===== config.mk =====
export PLATFORM = sky130hd
export DESIGN_NAME = priority_task_scheduler_core
export DESIGN_NICKNAME = d
export VERILOG_FILES = /design/src/rtl/core/pts_pkg.sv /design/src/rtl/core/pts_ram.sv /design/src/rtl/core/priority_task_scheduler_core.sv
export VERILOG_INCLUDE_DIRS = /design/src /design/src/rtl/core
export SDC_FILE = /design/constraint.sdc
export NUM_CORES = 1
export LEC_CHECK = 0
export BUFFER_PORTS_ARGS = -buffer_cell sky130_fd_sc_hd__buf_2
export CAP_MARGIN = 25
export CELL_PAD_IN_SITES_DETAIL_PLACEMENT = 0
export CELL_PAD_IN_SITES_GLOBAL_PLACEMENT = 1
export CORE_MARGIN = 2
export CORE_UTILIZATION = 55
export DETAILED_ROUTE_END_ITERATION = 8
export GPL_TIMING_DRIVEN = 1
export HOLD_SLACK_MARGIN = 0.06
export PLACE_DENSITY = 0.92
export RECOVER_POWER = 25
export SLEW_MARGIN = 5
export SYNTH_ARGS = -nofsm -noshare
export SYNTH_HDL_FRONTEND = slang
export SYNTH_SLANG_ARGS = --single-unit

===== constraint.sdc =====
create_clock -name clk -period 7.75 [get_ports clk]
set_input_delay 1.55 -clock clk [delete_from_list [all_inputs] [get_ports clk]]
set_output_delay 1.55 -clock clk [all_outputs]
set_load 0.1 [all_outputs]

===== src/rtl/core/priority_task_scheduler_core_defines.svh =====
// Assertion macros shared by the scheduler RTL.
// Needs a clk and a rst signal in the scope where a macro is used.
`ifndef PRIORITY_TASK_SCHEDULER_CORE_DEFINES_SVH
`define PRIORITY_TASK_SCHEDULER_CORE_DEFINES_SVH
`ifndef SYNTHESIS
`define PTS_ASSERT(lbl, prop, msg) \
  lbl: assert property (@(posedge clk) disable iff (rst) prop) else $error(msg);
`define PTS_ASSERT_NEVER(lbl, cond, msg) \
  lbl: assert property (@(posedge clk) disable iff (rst) !(cond)) else $error(msg);
`else
`define PTS_ASSERT(lbl, prop, msg)
`define PTS_ASSERT_NEVER(lbl, cond, msg)
`endif
`endif


===== src/rtl/core/pts_pkg.sv =====
// Shared types and constants of the priority task scheduler.
// No dependencies.
package pts_pkg;

  localparam int SLOTS_DEF     = 16;
  localparam int CPUS_DEF      = 4;
  localparam int PRIO_BITS_DEF = 8;
  localparam logic [7:0] RELOAD_RESET = 8'd10;

  typedef enum logic [2:0] {
    ST_FREE     = 3'd0,
    ST_READY    = 3'd1,
    ST_RUNNING  = 3'd2,
    ST_SLEEPING = 3'd3,
    ST_BLOCKED  = 3'd4
  } slot_st_t;

  typedef enum logic [2:0] {
    OP_CREATE = 3'd0,
    OP_EXIT   = 3'd1,
    OP_TICK   = 3'd2,
    OP_SLEEP  = 3'd3,
    OP_BLOCK  = 3'd4,
    OP_WAKE   = 3'd5,
    OP_MKRDY  = 3'd6,
    OP_LOAD   = 3'd7
  } op_t;

  typedef enum logic [1:0] {
    RES_OK         = 2'd0,
    RES_NO_FREE    = 2'd1,
    RES_IDLE       = 2'd2,
    RES_NO_CURRENT = 2'd3
  } res_t;

  typedef enum logic [1:0] {
    S_IDLE,
    S_SWEEP,
    S_DECIDE,
    S_DONE
  } fsm_t;

endpackage


===== src/rtl/core/pts_ram.sv =====
// Generic single-write, single-read RAM with registered read data.
// No dependencies.
module pts_ram #(
  parameter int WIDTH = 8,
  parameter int DEPTH = 16
) (
  input  logic                     clk,
  input  logic                     we,
  input  logic [$clog2(DEPTH)-1:0] waddr,
  input  logic [WIDTH-1:0]         wdata,
  input  logic [$clog2(DEPTH)-1:0] raddr,
  output logic [WIDTH-1:0]         rdata
);

  logic [WIDTH-1:0] mem [DEPTH];

  always_ff @(posedge clk) begin
    if (we) begin
      mem[waddr] <= wdata;
    end
    rdata <= mem[raddr];
  end

endmodule


===== src/rtl/core/priority_task_scheduler_core.sv =====
// Priority task scheduler: slot table in RAM, per-CPU current slot in flops.
// Depends on pts_pkg, pts_ram and priority_task_scheduler_core_defines.svh.
//
//  channel | signals                                        | dir
//  --------+------------------------------------------------+-----
//  cfg     | cfg_valid, cfg_ready, slice_reload             | in
//  in      | in_valid, in_ready, operation, cpu, slot,      | in
//          | priority_req, duration, all_cpus               |
//  out     | out_valid, out_ready, status, slot_out,        | out
//          | switched, fresh_start, load_count              |
//
// Sequence: an item runs one sweep over the slot RAM, and a second
//   sweep when a slot is dispatched or reselected; sleep or block with
//   no current slot skips both. Each sweep is a read-modify-write pass,
//   one entry per cycle.
// Reset: synchronous; per-entry valid bits make every slot read as its
//   reset value at once, so no clearing pass is needed.
// Stalls: a result waits in the output register; the next beat is taken
//   meanwhile, and its result waits for the register to drain.
`include "priority_task_scheduler_core_defines.svh"
module priority_task_scheduler_core #(
  parameter int SLOTS     = pts_pkg::SLOTS_DEF,
  parameter int CPUS      = pts_pkg::CPUS_DEF,
  parameter int PRIO_BITS = pts_pkg::PRIO_BITS_DEF
) (
  input  logic        clk,
  input  logic        rst,
  input  logic        cfg_valid,
  output logic        cfg_ready,
  input  logic [7:0]  slice_reload,
  input  logic        in_valid,
  output logic        in_ready,
  input  logic [2:0]  operation,
  input  logic [1:0]  cpu,
  input  logic [3:0]  slot,
  input  logic [7:0]  priority_req,
  input  logic [31:0] duration,
  input  logic        all_cpus,
  output logic        out_valid,
  input  logic        out_ready,
  output logic [1:0]  status,
  output logic [3:0]  slot_out,
  output logic        switched,
  output logic        fresh_start,
  output logic [4:0]  load_count
);
  import pts_pkg::*;

  localparam int SW   = $clog2(SLOTS);
  localparam int RW   = $clog2(SLOTS + 1);
  localparam int CW   = (CPUS > 1) ? $clog2(CPUS) : 1;
  localparam int AFW  = $clog2(CPUS + 1);
  localparam int PW   = PRIO_BITS;
  localparam logic [AFW-1:0] AFF_ANY = AFW'(CPUS);

  typedef struct packed {
    slot_st_t        st;
    logic [AFW-1:0]  af;
    logic [PW-1:0]   pr;
    logic [7:0]      sl;
    logic [31:0]     wk;
    logic            fr;
  } entry_t;

  localparam int EW = $bits(entry_t);
  localparam entry_t RESET_ENTRY = '{st: ST_FREE, af: AFF_ANY, pr: PW'(1),
                                     sl: RELOAD_RESET, wk: 32'd0, fr: 1'b0};

  // Configuration and global state
  logic [7:0]      reload;
  logic [31:0]     tick_counter;
  logic [CPUS-1:0] cur_has;
  logic [SW-1:0]   cur_slot [CPUS];
  logic [SLOTS-1:0] valid;

  // Control
  fsm_t          state, state_next;
  logic          phase;
  logic [RW-1:0] ridx;
  logic          pv;
  logic [SW-1:0] pidx;
  logic          issue;
  logic          last;

  // Latched item
  op_t           op_r;
  logic [CW-1:0] cpu_r;
  logic [3:0]    slot_r;
  logic [PW-1:0] prio_r;
  logic [31:0]   dur_r;
  logic          all_r;
  logic          had_r;
  logic [SW-1:0] prev_r;

  // Sweep accumulators
  logic          found;
  logic [SW-1:0] fidx;
  logic          best_v;
  logic [SW-1:0] best_idx;
  logic [PW-1:0] best_pr;
  logic [RW-1:0] cnt;
  logic          keep;
  logic [SW-1:0] tgt_r;
  logic          disp_r;

  // Result
  res_t          res_status;
  logic [SW-1:0] res_slot;
  logic          res_sw;
  logic          res_fresh;

  // RAM
  logic [EW-1:0] ram_rdata;
  entry_t        e_rd, e_new;
  logic          take_create, is_prev, is_tgt, slot_hit, run_new, cnt_hit, keep_hit;
  logic [7:0]    sl_dec;
  logic [CW-1:0] cpu_f;
  logic          accept, out_load;

  assign accept = in_valid && in_ready;
  assign cpu_f  = (32'(cpu) >= CPUS) ? '0 : CW'(cpu);
  assign last   = pv && (pidx == SW'(SLOTS - 1));

  pts_ram #(.WIDTH(EW), .DEPTH(SLOTS)) u_slots (
    .clk   (clk),
    .we    (pv),
    .waddr (pidx),
    .wdata (e_new),
    .raddr (ridx[SW-1:0]),
    .rdata (ram_rdata)
  );

  // Per-entry modify while the sweep passes
  always_comb begin
    e_rd        = valid[pidx] ? entry_t'(ram_rdata) : RESET_ENTRY;
    e_new       = e_rd;
    is_prev     = had_r && (pidx == prev_r);
    is_tgt      = (pidx == tgt_r);
    slot_hit    = (32'(slot_r) == 32'(pidx));
    take_create = 1'b0;
    keep_hit    = 1'b0;
    sl_dec      = (e_rd.sl > 8'd0) ? e_rd.sl - 8'd1 : e_rd.sl;
    if (!phase) begin
      unique case (op_r)
        OP_CREATE: begin
          if (!found && e_rd.st == ST_FREE) begin
            take_create = 1'b1;
            e_new = '{st: ST_READY, af: AFF_ANY, pr: prio_r, sl: reload,
                      wk: 32'd0, fr: 1'b1};
          end
        end
        OP_EXIT: begin
          if (is_prev) e_new.st = ST_FREE;
        end
        OP_SLEEP: begin
          if (is_prev) begin
            e_new.st = ST_SLEEPING;
            e_new.wk = tick_counter + dur_r;
          end
        end
        OP_BLOCK: begin
          if (is_prev) e_new.st = ST_BLOCKED;
        end
        OP_TICK: begin
          if (e_rd.st == ST_SLEEPING && tick_counter >= e_rd.wk) e_new.st = ST_READY;
          if (is_prev) begin
            e_new.sl = sl_dec;
            if (sl_dec > 8'd0 && e_new.st == ST_RUNNING) begin
              keep_hit = 1'b1;
            end else begin
              e_new.st = ST_READY;
            end
          end
        end
        OP_WAKE: begin
          if (slot_hit && e_rd.st == ST_BLOCKED) e_new.st = ST_READY;
        end
        OP_MKRDY: begin
          if (slot_hit) e_new.st = ST_READY;
        end
        OP_LOAD: begin
        end
        default: begin
        end
      endcase
    end else begin
      if (is_tgt) begin
        e_new.st = ST_RUNNING;
        e_new.sl = reload;
        if (disp_r) begin
          e_new.af = AFW'(cpu_r);
          e_new.fr = 1'b0;
        end
      end else if (op_r == OP_TICK && !had_r && e_rd.st == ST_RUNNING) begin
        // demote runners on every CPU before the dispatch
        e_new.st = ST_READY;
      end
    end
    run_new = (e_new.st == ST_READY || e_new.st == ST_RUNNING) &&
              (e_new.af == AFF_ANY || e_new.af == AFW'(cpu_r));
    cnt_hit = (e_rd.st != ST_FREE) && (all_r || e_rd.af == AFW'(cpu_r));
  end

  // Next state
  always_comb begin
    state_next = state;
    unique case (state)
      S_IDLE: begin
        if (accept) begin
          if ((op_t'(operation) == OP_SLEEP || op_t'(operation) == OP_BLOCK) &&
              !cur_has[cpu_f]) begin
            state_next = S_DONE;
          end else begin
            state_next = S_SWEEP;
          end
        end
      end
      S_SWEEP:  if (last) state_next = S_DECIDE;
      S_DECIDE: begin
        state_next = S_DONE;
        if (!phase) begin
          priority case (1'b1)
            (op_r == OP_EXIT || op_r == OP_SLEEP || op_r == OP_BLOCK): begin
              if (best_v) state_next = S_SWEEP;
            end
            (op_r == OP_TICK): begin
              if (had_r ? !keep : best_v) state_next = S_SWEEP;
            end
            default: state_next = S_DONE;
          endcase
        end
      end
      S_DONE:   if (!out_valid || out_ready) state_next = S_IDLE;
      default:  state_next = S_IDLE;
    endcase
  end

  // Outputs of the sequencer
  always_comb begin
    in_ready  = (state == S_IDLE);
    cfg_ready = 1'b1;
    issue     = (state == S_SWEEP) && (32'(ridx) < SLOTS);
    out_load  = (state == S_DONE) && (!out_valid || out_ready);
  end

  always_ff @(posedge clk) begin
    if (rst) begin
      state        <= S_IDLE;
      reload       <= RELOAD_RESET;
      tick_counter <= 32'd0;
      cur_has      <= '0;
      valid        <= '0;
      pv           <= 1'b0;
      out_valid    <= 1'b0;
    end else begin
      state <= state_next;
      if (cfg_valid && cfg_ready) reload <= slice_reload;

      // sweep pipeline: read one entry, write it back in the following cycle
      pv   <= issue;
      pidx <= ridx[SW-1:0];
      if (issue) ridx <= ridx + RW'(1);
      if (pv) begin
        valid[pidx] <= 1'b1;
        if (take_create) begin
          found <= 1'b1;
          fidx  <= pidx;
        end
        if (keep_hit) keep <= 1'b1;
        if (!phase && run_new && (!best_v || e_new.pr > best_pr)) begin
          best_v   <= 1'b1;
          best_idx <= pidx;
          best_pr  <= e_new.pr;
        end
        if (!phase && op_r == OP_LOAD && cnt_hit) cnt <= cnt + RW'(1);
        if (phase && is_tgt && disp_r) res_fresh <= e_rd.fr;
      end

      if (accept) begin
        op_r       <= op_t'(operation);
        cpu_r      <= cpu_f;
        slot_r     <= slot;
        prio_r     <= PW'(priority_req);
        dur_r      <= duration;
        all_r      <= all_cpus;
        had_r      <= cur_has[cpu_f];
        prev_r     <= cur_slot[cpu_f];
        phase      <= 1'b0;
        ridx       <= '0;
        found      <= 1'b0;
        best_v     <= 1'b0;
        cnt        <= '0;
        keep       <= 1'b0;
        res_slot   <= '0;
        res_sw     <= 1'b0;
        res_fresh  <= 1'b0;
        res_status <= ((op_t'(operation) == OP_SLEEP || op_t'(operation) == OP_BLOCK) &&
                       !cur_has[cpu_f]) ? RES_NO_CURRENT : RES_OK;
        if (op_t'(operation) == OP_TICK) tick_counter <= tick_counter + 32'd1;
      end

      if (state == S_DECIDE && !phase) begin
        phase <= 1'b1;
        ridx  <= '0;
        unique case (op_r)
          OP_CREATE: begin
            res_status <= found ? RES_OK : RES_NO_FREE;
            res_slot   <= found ? fidx : '0;
          end
          OP_EXIT, OP_SLEEP, OP_BLOCK: begin
            if (!best_v) begin
              cur_has[cpu_r] <= 1'b0;
              res_status     <= RES_IDLE;
            end else begin
              tgt_r           <= best_idx;
              disp_r          <= 1'b1;
              res_slot        <= best_idx;
              res_sw          <= !had_r || (best_idx != prev_r);
              cur_has[cpu_r]  <= 1'b1;
              cur_slot[cpu_r] <= best_idx;
            end
          end
          OP_TICK: begin
            if (!had_r) begin
              if (!best_v) begin
                res_status <= RES_IDLE;
              end else begin
                tgt_r           <= best_idx;
                disp_r          <= 1'b1;
                res_slot        <= best_idx;
                res_sw          <= 1'b1;
                cur_has[cpu_r]  <= 1'b1;
                cur_slot[cpu_r] <= best_idx;
              end
            end else if (keep) begin
              // slice left and still running: hold the current slot as is
              res_slot <= prev_r;
            end else if (!best_v || best_idx == prev_r) begin
              // hold the current slot and refill its slice
              res_slot <= prev_r;
              tgt_r    <= prev_r;
              disp_r   <= 1'b0;
            end else begin
              tgt_r           <= best_idx;
              disp_r          <= 1'b1;
              res_slot        <= best_idx;
              res_sw          <= 1'b1;
              cur_slot[cpu_r] <= best_idx;
            end
          end
          OP_WAKE, OP_MKRDY: begin
          end
          OP_LOAD: begin
          end
          default: begin
          end
        endcase
      end

      if (out_load) begin
        out_valid   <= 1'b1;
        status      <= res_status;
        slot_out    <= 4'(res_slot);
        switched    <= res_sw;
        fresh_start <= res_fresh;
        load_count  <= (32'(cnt) > 31) ? 5'd31 : 5'(cnt);
      end else if (out_valid && out_ready) begin
        out_valid <= 1'b0;
      end
    end
  end

  `PTS_ASSERT(a_accept_starts, (in_valid && in_ready) |=> (state != S_IDLE), "accept left fsm idle")
  `PTS_ASSERT(a_no_free_create, (out_load && res_status == RES_NO_FREE) |-> (op_r == OP_CREATE), "no-free status on non-create")
  `PTS_ASSERT_NEVER(a_sweep_bounds, pv && (32'(pidx) >= SLOTS), "sweep index past table")
  `PTS_ASSERT(a_dispatch_current, (state == S_DECIDE && phase && disp_r) |-> (cur_has[cpu_r] && cur_slot[cpu_r] == tgt_r), "dispatched slot not current")

endmodule


==> impl_metrics.ini <==
[clocking]
cts_resized = 0
hold_buffers = 0
numClockSinks = 1130
clk_pin_slew_ns = 0.06
clockBufferDepth = 3
cts-root-buf = clkbuf_16
cts_tree = yes
htreeDepth = 3
insertion_delay_ns = 0.68
cts-buffers-inserted = 107
cts_setup_buffers = 0

[global_route]
overflow = 0
grt_pass1_vias = 25500
grt_use_total_pct = 25.6
grt_pass1_wl_um = 163000
antenna_found_initial = 1
grt_max_degree = 116

[sta]
max_freq_mhz = 162
setup_slack_ns = 1.57
slew_headroom_pct = -263
rsz0062_at_grt = no
finalCritPeriodShare_pct = 79.7
timing.setup.tns_ns = 0
clock_skew_ns = 0.0290
finalHoldViolations = 0
max_slew.worst_pin.slew_ns = 5.44
maxSlewViolCount = 793
hold_slack_ns = 0.461
finalSetupViolCount = 0
finalCriticalPeriod_ns = 6.18

[routing]
via_per_inst = 6.55
dr.max_layer_used = met5
post_drt_wl_per_cell_um = 28.2
vias = 25200
wl_met2_um = 52700
ant_nets = 0
drcViolationCount = 0
drt-total-wl_um = 108000
drt_first_pass_iters = 8
wl_met3_um = 10800
wl_met1_um = 42000
drt_iter0_markers = 3324

[layout]
drive_above_1_share_pct = 22.2
syn_to_final_growth_pct = 11.8
fin_util_pct = 62.3
diodes = 0
nets = 2823

[power_and_ir_drop]
peakVddDrop_mv = 0.203
leakagePower_nw = 16.5
comb_power_share_pct = 5.3
clock_power_share_pct = 40.9
switching_share_pct = 21.0
pwr-share-seq_pct = 53.7
switchingPower_mw = 2.65
p_per_area_nw_per_um2 = 245
intPower_mw = 9.96

[critical_path]
path_max_fanout = 28
startpoint = pidx[0]$_DFFE_PN_
crit-reg2reg-launch = pidx[0]$_DFFE_PN_
endpoint_kind = flop
required_ns = 8.12
startpoint_type = flop
critical_path_class = flop to flop
arrival_ns = 6.54

[place]
portBuffers = 77
place_ws_ns = 1.63
gp_congestion = 0.895
place.detailed.hpwl_um = 62000

[floorplanning]
core-area_sq_um = 82400
die_area_sq_um = 85800
die_w_um = 293
start_util_pct = 55.8
num_rows = 105
ios = 79
die_h_um = 293

[logic_synthesis]
netlist_top_cells_count = edfxtp_1, mux4_2, nor2_1
synthCells = 2528
synth_seq_cells = 1130
synth_top_area_share_pct = 66.1
avgSynthCellArea_sq_um = 18.2
ys.flop_type = edfxtp_1
synth_area_leader_cell = edfxtp_1
synth_edf_count = 1011
synth.area.top_cells = edfxtp_1, mux4_2, dfxtp_1, ha_1, nor2_1
async_flop_share_pct = 0
ys_seq_area_share_pct = 71.3
synth_most_common_cell = edfxtp_1
synth_nets = 2667
syn_area_sq_um = 45900
synthDistinctLibCells = 88
synth_warnings = 0

[hold_path]
hold_class = flop to flop
worstHoldStart = res_fresh$_SDFFCE_PP0P_

[status]
violations = max-capacitance violations, max-slew violations
status = finished with violations

[flow_run]
cap_viol_max_count = 24
## routing by layer
layer  vias to the layer above  GRT usage [%]
met5                         -              0
met4                         2           7.80
met3                       214           4.23
met2                      1493           41.3
met1                     13000           36.4
li1                      10500              -
## final timing paths
path / endpoint / slack [ns] / cells past startpoint
setup / recovery: best_pr[1]$_DFFE_PP_ / 1.57 / 16
hold / removal: fresh_start$_DFFE_PP_ / 0.46 / 0
setup reg to reg: best_pr[1]$_DFFE_PP_ / 1.57 / 16
hold reg to reg: fresh_start$_DFFE_PP_ / 0.46 / 0
## layout make-up
class                   instances  area (sq um)
clock buffers                 162          3160
clock inverters                41           350
fillers                      5459         31000
inverters                      36           135
multi-input cells            1241         12600
flip-flops and latches       1130         32700
well taps                    1070          1340
repair buffers                168           997
## power by group through the flow
stage	clock network, mW	logic (mW)	registers (mW)
floorplan	0	0.503	6.83
global placement	0	0.622	6.90
detailed placement	0	0.643	6.90
CTS	5.22	0.647	6.77
global route	5.44	0.725	6.78
finish	5.16	0.674	6.77
## stage by stage
step | cell area [sq um] | cells | total power, mW
6_report | 51300 | 3848 | 12.6
5_1_grt | 51300 | 3848 | 12.9
4_1_cts | 51300 | 3819 | 12.6
3_5_place_dp | 47800 | 3616 | 7.54
3_3_place_gp | 47800 | 3611 | 7.52
2_1_floorplan | 45900 | 2528 | 7.34
## worst max-delay path, cell delays in order, from the launching register on
cell and delay, ns:
edfxtp_1 0.66, mux4_2 0.48, mux2i_4 0.09, mux2i_4 0.25, clkbuf_1 1.16, and2_1 0.29, ha_1 0.23, nand2b_1 0.14
a21o_1 0.18, a211oi_1 0.30, o31a_1 0.20, nor3_1 0.08, o211ai_1 0.36, a41o_1 0.54, xnor2_1 0.22, nor2_1 0.39
buf_4 0.27
## cell families (layout without fill, tap and decap cells)
family	count (synthesis)	count (layout)	synth area share, %
DFF	1130	1130	71.3
and+or+nand+nor	465	465	4.74
AOI/OAI and AO/OA	316	316	4.57
muxes	306	306	14.5
buffers and inverters	157	407	1.36
xor gates and xnor gates	77	77	1.47
adders and majority gates	76	76	2.09
other	1	1	0.00816
## layout by cell type (no fill, tap or decap), types with 6 or more instances in the layout
cell type | synthesis | final
dfxtp_1 | 119 | 119
mux2i_1 | 15 | 15
mux4_2 | 284 | 284
ha_1 | 75 | 75
nor2b_1 | 9 | 9
nand3_1 | 31 | 31
inv_6 | 0 | 6
a21oi_1 | 74 | 74
and3_1 | 14 | 14
clkbuf_8 | 0 | 23
buf_4 | 2 | 66
nor3_1 | 29 | 29
buf_2 | 15 | 65
clkbuf_16 | 0 | 109
nand2b_1 | 16 | 16
o21a_1 | 12 | 12
nand4_1 | 13 | 13
a21o_1 | 33 | 33
xnor2_1 | 27 | 27
nor2_1 | 154 | 149
edfxtp_1 | 1011 | 1011
a211oi_1 | 13 | 13
clkinv_1 | 0 | 10
clkbuf_1 | 86 | 63
or3_1 | 12 | 12
xor2_1 | 50 | 50
a2111oi_0 | 7 | 7
o22ai_1 | 26 | 25
clkinv_2 | 0 | 14
o21ai_0 | 65 | 65
a31oi_1 | 11 | 11
o21bai_1 | 6 | 6
nand2_1 | 140 | 140
nor4_1 | 7 | 7
inv_1 | 35 | 36
or2_2 | 6 | 6
## sequential cells by signal, indices dropped and copies added (netlist names), 5 cells and up, named ones only
| register | flops |
|---|---|
| reload | 8 |
| dur_r | 32 |
| valid | 16 |
| u_slots.mem | 880 |
| u_slots.rdata | 55 |
| best_pr | 8 |
| prio_r | 8 |
| cur_slot | 16 |
| tick_counter | 32 |
| cnt | 5 |
| load_count | 5 |
| ridx | 5 |
Power figures use the tool's default switching activity.
